### src/design/tgl_pkg.sv
// Package for the turtle graphics line generator: command and status codes,
// CORDIC constants and the arctangent table. No dependencies.
package tgl_pkg;

    localparam logic [2:0] FUNC_FWD   = 3'd0;
    localparam logic [2:0] FUNC_RIGHT = 3'd1;
    localparam logic [2:0] FUNC_LEFT  = 3'd2;
    localparam logic [2:0] FUNC_PUSH  = 3'd3;
    localparam logic [2:0] FUNC_POP   = 3'd4;

    localparam logic [1:0] STATUS_LINE  = 2'd0;
    localparam logic [1:0] STATUS_OVER  = 2'd1;
    localparam logic [1:0] STATUS_UNDER = 2'd2;

    localparam logic       CFG_STEP  = 1'b0;
    localparam logic       CFG_ANGLE = 1'b1;

    localparam int CORDIC_ITERS = 16;
    localparam logic [31:0] CORDIC_GAIN = 32'd652032874;
    localparam logic [15:0] HEADING_BASE = 16'd49152;

    // CORDIC working width: |x0| < 2^49, growth under 2 gives margin
    localparam int CW = 52;
    typedef logic signed [CW-1:0] cval_t;

    typedef struct packed {
        logic signed [31:0] x;
        logic signed [31:0] y;
        logic [15:0]        heading;
    } pose_t;

    function automatic logic signed [31:0] atan_lookup(input logic [3:0] i);
        case (i)
            4'd0:    atan_lookup = 32'sh20000000;
            4'd1:    atan_lookup = 32'sh12E4051D;
            4'd2:    atan_lookup = 32'sh09FB385B;
            4'd3:    atan_lookup = 32'sh051111D4;
            4'd4:    atan_lookup = 32'sh028B0D43;
            4'd5:    atan_lookup = 32'sh0145D7E1;
            4'd6:    atan_lookup = 32'sh00A2F61E;
            4'd7:    atan_lookup = 32'sh00517C55;
            4'd8:    atan_lookup = 32'sh0028BE53;
            4'd9:    atan_lookup = 32'sh00145F2E;
            4'd10:   atan_lookup = 32'sh000A2F98;
            4'd11:   atan_lookup = 32'sh000517CC;
            4'd12:   atan_lookup = 32'sh00028BE6;
            4'd13:   atan_lookup = 32'sh000145F3;
            4'd14:   atan_lookup = 32'sh0000A2F9;
            default: atan_lookup = 32'sh0000517C;
        endcase
    endfunction

endpackage

### src/design/tgl_cordic.sv
// Iterative CORDIC rotator: scales a Q15.16 distance by the gain, rotates it
// by a 16-bit heading one iteration a cycle. Depends on tgl_pkg.
module tgl_cordic
    import tgl_pkg::*;
(
    input  logic               aclk,
    input  logic               aresetn,
    input  logic               start,
    input  logic signed [31:0] distance,
    input  logic [15:0]        angle,
    output logic               done,
    output logic signed [33:0] dx,
    output logic signed [33:0] dy
);

    localparam logic [1:0] S_IDLE = 2'd0;
    localparam logic [1:0] S_MUL  = 2'd1;
    localparam logic [1:0] S_ITER = 2'd2;
    localparam logic [1:0] S_DONE = 2'd3;

    logic [1:0]         state_reg, state_next;
    logic [3:0]         iter_reg;
    logic signed [63:0] prod_reg;
    logic [15:0]        ang_reg;
    cval_t              x_reg, y_reg;
    logic signed [33:0] z_reg;

    cval_t              x0, xs, ys, xr, yr;
    logic signed [33:0] at;

    // gain-scaled start value, floor shift
    assign x0 = cval_t'(prod_reg >>> 14);
    assign xs = x_reg >>> iter_reg;
    assign ys = y_reg >>> iter_reg;
    assign at = 34'(atan_lookup(iter_reg));
    assign xr = (x_reg + cval_t'(32768)) >>> 16;
    assign yr = (y_reg + cval_t'(32768)) >>> 16;

    always_comb begin
        state_next = state_reg;
        case (state_reg)
            S_IDLE:  if (start) state_next = S_MUL;
            S_MUL:   state_next = S_ITER;
            S_ITER:  if (iter_reg == 4'(CORDIC_ITERS - 1)) state_next = S_DONE;
            S_DONE:  state_next = S_IDLE;
            default: state_next = S_IDLE;
        endcase
    end

    always_ff @(posedge aclk) begin
        if (!aresetn) begin
            state_reg <= S_IDLE;
            iter_reg  <= '0;
        end else begin
            state_reg <= state_next;
            if (state_reg == S_ITER) iter_reg <= iter_reg + 4'd1;
            else                     iter_reg <= '0;
        end
    end

    // datapath
    always_ff @(posedge aclk) begin
        case (state_reg)
            S_IDLE: begin
                prod_reg <= 64'(distance) * $signed({32'd0, CORDIC_GAIN});
                ang_reg  <= angle;
            end
            S_MUL: begin
                case (ang_reg[15:14])
                    2'd0:    begin x_reg <= x0;   y_reg <= '0;  end
                    2'd1:    begin x_reg <= '0;   y_reg <= x0;  end
                    2'd2:    begin x_reg <= -x0;  y_reg <= '0;  end
                    default: begin x_reg <= '0;   y_reg <= -x0; end
                endcase
                z_reg <= $signed({4'd0, ang_reg[13:0], 16'd0});
            end
            S_ITER: begin
                if (!z_reg[33]) begin
                    x_reg <= x_reg - ys;
                    y_reg <= y_reg + xs;
                    z_reg <= z_reg - at;
                end else begin
                    x_reg <= x_reg + ys;
                    y_reg <= y_reg - xs;
                    z_reg <= z_reg + at;
                end
            end
            default: ;
        endcase
    end

    // rounded step; magnitude stays near 2^31, so 34 bits hold it whole
    assign done = (state_reg == S_DONE);
    assign dx   = xr[33:0];
    assign dy   = yr[33:0];

endmodule

### config.mk
export PLATFORM = sky130hd
export DESIGN_NAME = tgl_cordic
export DESIGN_NICKNAME = d
export VERILOG_FILES = /design/src/design/tgl_pkg.sv /design/src/design/tgl_cordic.sv
export SDC_FILE = /design/constraint.sdc
export NUM_CORES = 2
export LEC_CHECK = 0
export ABC_AREA = 1
export BUFFER_PORTS_ARGS = -buffer_cell sky130_fd_sc_hd__buf_2
export CAP_MARGIN = 20
export CORE_ASPECT_RATIO = 0.5
export CORE_MARGIN = 8
export CORE_UTILIZATION = 55
export DETAILED_ROUTE_END_ITERATION = 6
export GPL_TIMING_DRIVEN = 0
export PLACE_DENSITY = 0.71
export SETUP_SLACK_MARGIN = 0.1
export SLEW_MARGIN = 20
export SYNTH_ARGS = -nofsm -noshare
export SYNTH_HDL_FRONTEND = slang
export SYNTH_SLANG_ARGS = --single-unit
### constraint.sdc
create_clock -name aclk -period 20 [get_ports aclk]
set_input_delay 3 -clock aclk [delete_from_list [all_inputs] [get_ports aclk]]
set_output_delay 3 -clock aclk [all_outputs]
set_load 0.01 [all_outputs]
* Word-level counts from Yosys, hierarchy flattened
Memories as Yosys holds them, arrays and structs flattened. A register that Yosys moved wholly into a read port is not among the register bits.
Index checks and enable logic that the tools add are counted.
** Cells by class
- Add/subtract/negate cells :: 10
- $mul :: 1
- Eq/ne operators :: 8
- Shift operators :: 2
- Muxes and demuxes :: 12
- Reductions and logical operators :: 6
** Operators by type and width (count)
- one-hot mux 52 bit (2 select lines) :: 4
- adder 52 bit :: 2
- two-way mux 52 bit :: 2
- >>> shifter 52 x 4 -> 52 bit :: 2
- subtractor 52 bit :: 2
- adder 50 x 17 -> 50 bit (second input constant) :: 2
- one-hot mux 34 bit (2 select lines) :: 1
- multiplier 32 x 30 -> 62 bit (second input constant) :: 1
- negator 49 -> 52 bit :: 1
- adder 34 x 32 -> 34 bit :: 1
- two-way mux 34 bit :: 1
- subtractor 34 x 32 -> 34 bit :: 1
- one-hot mux 2 bit (4 select lines) :: 1
- == test 2 bit (second input constant) :: 3
- adder 4 x 1 -> 4 bit (second input constant) :: 1
- == test 2 x 1 -> 1 bit (second input constant) :: 2
- == test 4 bit (second input constant) :: 1
- zero test 2 bit :: 2
- two-way mux 2 bit :: 2
- two-way mux 4 bit :: 1
- inequality test 2 bit (second input constant) :: 2
- AND reduction 2 bit :: 2
- nonzero test 2 bit :: 1
- OR reduction 2 bit :: 1
** Word-level totals
- Register bits after elaboration :: 222
- Bits in read-only memories :: 480
- Bits of input ports :: 51
- Output and inout port bits :: 69
- Word-level logic and storage cells :: 47
- Memories :: 1
** Memory list
- (name not given) :: depth 16, width 30, rd ports 1, clocked after Yosys merged registers in 1, wr ports 0, RTL line tgl_pkg.sv:33 : case (i)

* Longest topological paths before layout
- Depth in word-level cells :: 4
- Depth in mapped cells :: 36
- Depth with buffers taken out :: 33

* Least setup slack after synthesis
No wires, ideal clock.
- Path kind :: input to register
- Start :: in distance[17]
- End :: reg prod_reg[54] (data pin)
- Library setup time :: 0.252 ns
- Data arrival time :: 8.781 ns
- Required time :: 19.748 ns
- Path slack :: 10.967 ns
- Stages :: 27
- Buffers on the path :: 1
- Cells stage by stage :: ha_1 clkbuf_1 xor2_1 ha_1 xor2_1 ha_1 inv_1 fa_1 inv_1 fa_1 fa_1 fa_1 inv_1 fa_1 inv_1 ha_1 nand2_1 nor2_1 and2_1 and3_1 a21oi_1 o21ai_0 nand2_1 o21ai_0 nand2_1 nand3_1 nand2_1
** Between the ends
- Longest elaborated chain between the ends :: 1
** RTL lines
- from (decl) :: RTL line tgl_cordic.sv:9 : input logic signed [31:0] distance,
- multiplier 32 x 30 -> 62 bit :: RTL line tgl_cordic.sv:65 : prod_reg <= 64'(distance) * $signed({32'd0, CORDIC_GAIN});
- to (signal assigned) :: RTL line tgl_cordic.sv:65
- to (decl) :: RTL line tgl_cordic.sv:23 : logic signed [63:0] prod_reg;
Every way passes these cells.
A chain may end at the register's enable or synchronous reset.

* Worst setup path after layout
- Start :: in distance[31]
- End :: reg prod_reg[53] (data pin)
Same word-level chain as after synthesis.

==> summary.txt <==
Placed design
  • Port Buffers: 119
  • DP Area: 51700 um^2
  • Final GP Congestion: 1.11
  • Dpl hpwl: 177000 um

CTS
  • Cts repair resizes: 0
  • H-tree Lvls: 1
  • Post-CTS setup buffers: 0
  • CTS tree: built
  • CTS Buf Count: 28
  • CTS Root Cell: clkbuf_16
  • CTS Sinks: 239
  • Clock buffer depth: 3
  • Skew-Pair Late Insertion Delay: 0.62 ns
  • Clock slew at reported path FFs: 0.06 ns
  • Hold-fix buffers, CTS: 0

Logic synthesis
  • Asr flop ratio synth: 0%
  • Post-synthesis sequential area ratio: 13.8%
  • Post-Synth Simple-Gate Area: 26.5%
  • Synth Register Bits: 239
  • Largest cells by area after synthesis: fa_1 (17%), ha_1 (13%), edfxtp_1 (12%), nand2_1 (11%), inv_1 (8.7%)
  • Adder-cell area share of the yosys netlist: 30.8%
  • Synthesized instance count: 6966
  • Top cells by count, synth: nand2_1 (1414), inv_1 (1144), nand3_1 (707)
  • Share of the synthesized area in the top cell type: 17.4%
  • Prevailing post-synth register cell: edfxtp_1
  • Ys Warns: 0
  • Syn Area/Cell: 7.11 um^2
  • Most frequent cell after synthesis: nand2_1
  • Yosys top cell by area: fa_1
  • Syn Std Cell Area: 49500 um^2
  • Synth Area in Compound Gates: 12.0%
  • Distinct cells, synth: 65
  • Xor/xnor share of the synthesized area: 6.51%
  • Largest family of logic cells by synthesized area: adder cells
  • Syn nets: 7976
  • Multiplexer share of the synthesized area: 0%
  • EDFF count, synth: 203

Worst setup path
  • Worst R2R Path Depth: 33
  • CP Launch Type: input port
  • CP max FO: 41
  • Crit. End Element: register
  • Critical path data required time: 20.34 ns
  • Worst Setup Path Type: input port to register
  • Worst EP arrival: 10.62 ns

Finish
  • Area grow syn2layout: 6.30%
  • Final net count: 8129
  • Post-Layout Inst Area: 52600 um^2
  • Layout cells sized above 1: 5.74%
  • Fin util: 59.3%

Global routing
  • Vias in the first global route: 49745
  • Initial antenna violation count: 4
  • Largest net degree at the start of global routing: 60
  • Global Route Usage Sum: 40.6%
  • Total gr overflow: 0
  • Wire length of the first global-routing pass: 309000 um

Drt
  • Vias post-DR: 51404
  • DRC: 4
  • Wire length per cell: 25.6 um
  • Pre-Repair DR Iteration Count: 7
  • Post-Route WL: 213000 um
  • Antenna Violating Nets Remaining: 0
  • 1st-iter DRT viols: 6869
  • Drt via density: 6.17

STA
  • Final TNS setup: 0 ns
  • Setup violators final: 0
  • Final hold vios: 0
  • Fmax: 0.0973 GHz
  • Worst-margin pin slew: 1.23 ns
  • Relative slew slack: 18.3%
  • Share of the clock period used by the worst path: 51.4%
  • Clk_skew: 0.0379 ns
  • Final Max Tran Viols: 0
  • Unrepaired setup endpoints after global routing: no
  • Crit path time final: 10.27 ns

Run status
  • Status: finished with violations
  • Failing checks: design-rule violations

Run
  • Max-Cap Viols: 0

Floorplan
  • CORE AREA: 88700 um^2
  • Row Count: 77
  • Die height: 228 um
  • Initial Utilization: 55.8%
  • Die width: 440 um
  • Total I/O pin count: 120
  • Die area: 100000 um^2

Worst hold path
  • Worst Hold Class: register to register
  • Hold depth: 2
kinds of logic after synthesis:
logic type / count (synthesis)
buffers and inverters: 1333
AND/OR/NAND/NOR: 3004
XOR/XNOR: 367
adder cells (fa/ha/maj): 959
AO/OA/AOI/OAI: 1064
flip-flops: 239
cells in the final DEF (no fill, tap or decap), types with 28 or more instances in the layout:
master        n
nand3_1     707
o21ai_0     383
o21bai_1     43
nand2_2      43
clkbuf_16    28
a21o_1       42
a31oi_1      68
o22ai_1      39
nor3_1       79
nand4_1      73
ha_1        527
buf_2       175
inv_1      1143
xnor2_1     126
edfxtp_1    203
dfxtp_1      36
nand2_1    1414
clkbuf_1     66
fa_1        431
xor2_1      240
a21oi_1     383
nor2_1      553
nor4_1       29
final timing paths:
path	from	end	slack [ns]
max	distance[31]	prod_reg[53]$_DFFE_PN_	9.73
min	ang_reg[6]$_DFFE_PN_	z_reg[22]$_DFFE_PP_	0.53
min reg2reg	ang_reg[6]$_DFFE_PN_	z_reg[22]$_DFFE_PP_	0.53
max reg2reg	iter_reg[1]$_SDFF_PN0_	x_reg[49]$_DFFE_PP_	13.39
per-layer routing:
layer / wire length (um) / global-route usage (%) / up-vias / part of all wire [%]
li1: - / - / 23062 / -
met1: 82000 / 52.3 / 24272 / 39
met2: 87800 / 60.7 / 3357 / 41
met3: 27500 / 12.2 / 709 / 13
met4: 15500 / 22.4 / 4 / 7.3
met5: 111 / 0 / - / 0.052
stage by stage:
step                      hold slack, ns  std cells  setup WS [ns]
final                              0.530       8325           9.73
after detailed placement           0.513       8274           9.25
after global placement             0.501       8270           9.34
after global routing               0.547       8324           9.43
after CTS                          0.535       8324           9.86
after floorplan                    0.490       6966          10.97
critical path, cell delays in order:
cell	delay, ns
buf_2	0.81
ha_1	0.45
fa_1	0.62
fa_1	0.47
fa_1	0.46
fa_1	0.56
inv_1	0.06
fa_1	0.47
fa_1	0.65
inv_1	0.09
fa_1	0.50
inv_1	0.04
ha_1	0.40
nand2_1	0.12
nor2_1	0.20
inv_1	0.10
nor4_1	0.51
nand4_1	0.15
o211ai_1	0.59
a21oi_1	0.17
xnor2_1	0.19
cell type report:
| class | count | area (um^2) |
|---|---|---|
| diodes | 1 | 2.50 |
| plain buffers | 165 | 807 |
| clock buffers | 31 | 712 |
| clock inverters | 19 | 209 |
| fillers | 8284 | 36100 |
| inverters | 1168 | 4390 |
| multi-input cells | 5394 | 37500 |
| flip-flops and latches | 239 | 6820 |
| well taps | 1185 | 1480 |
| repair buffers | 123 | 698 |
Power is left out: the tool's default activity adds up to more than one toggle a clock period on the data nets, which glitch-free logic cannot reach.
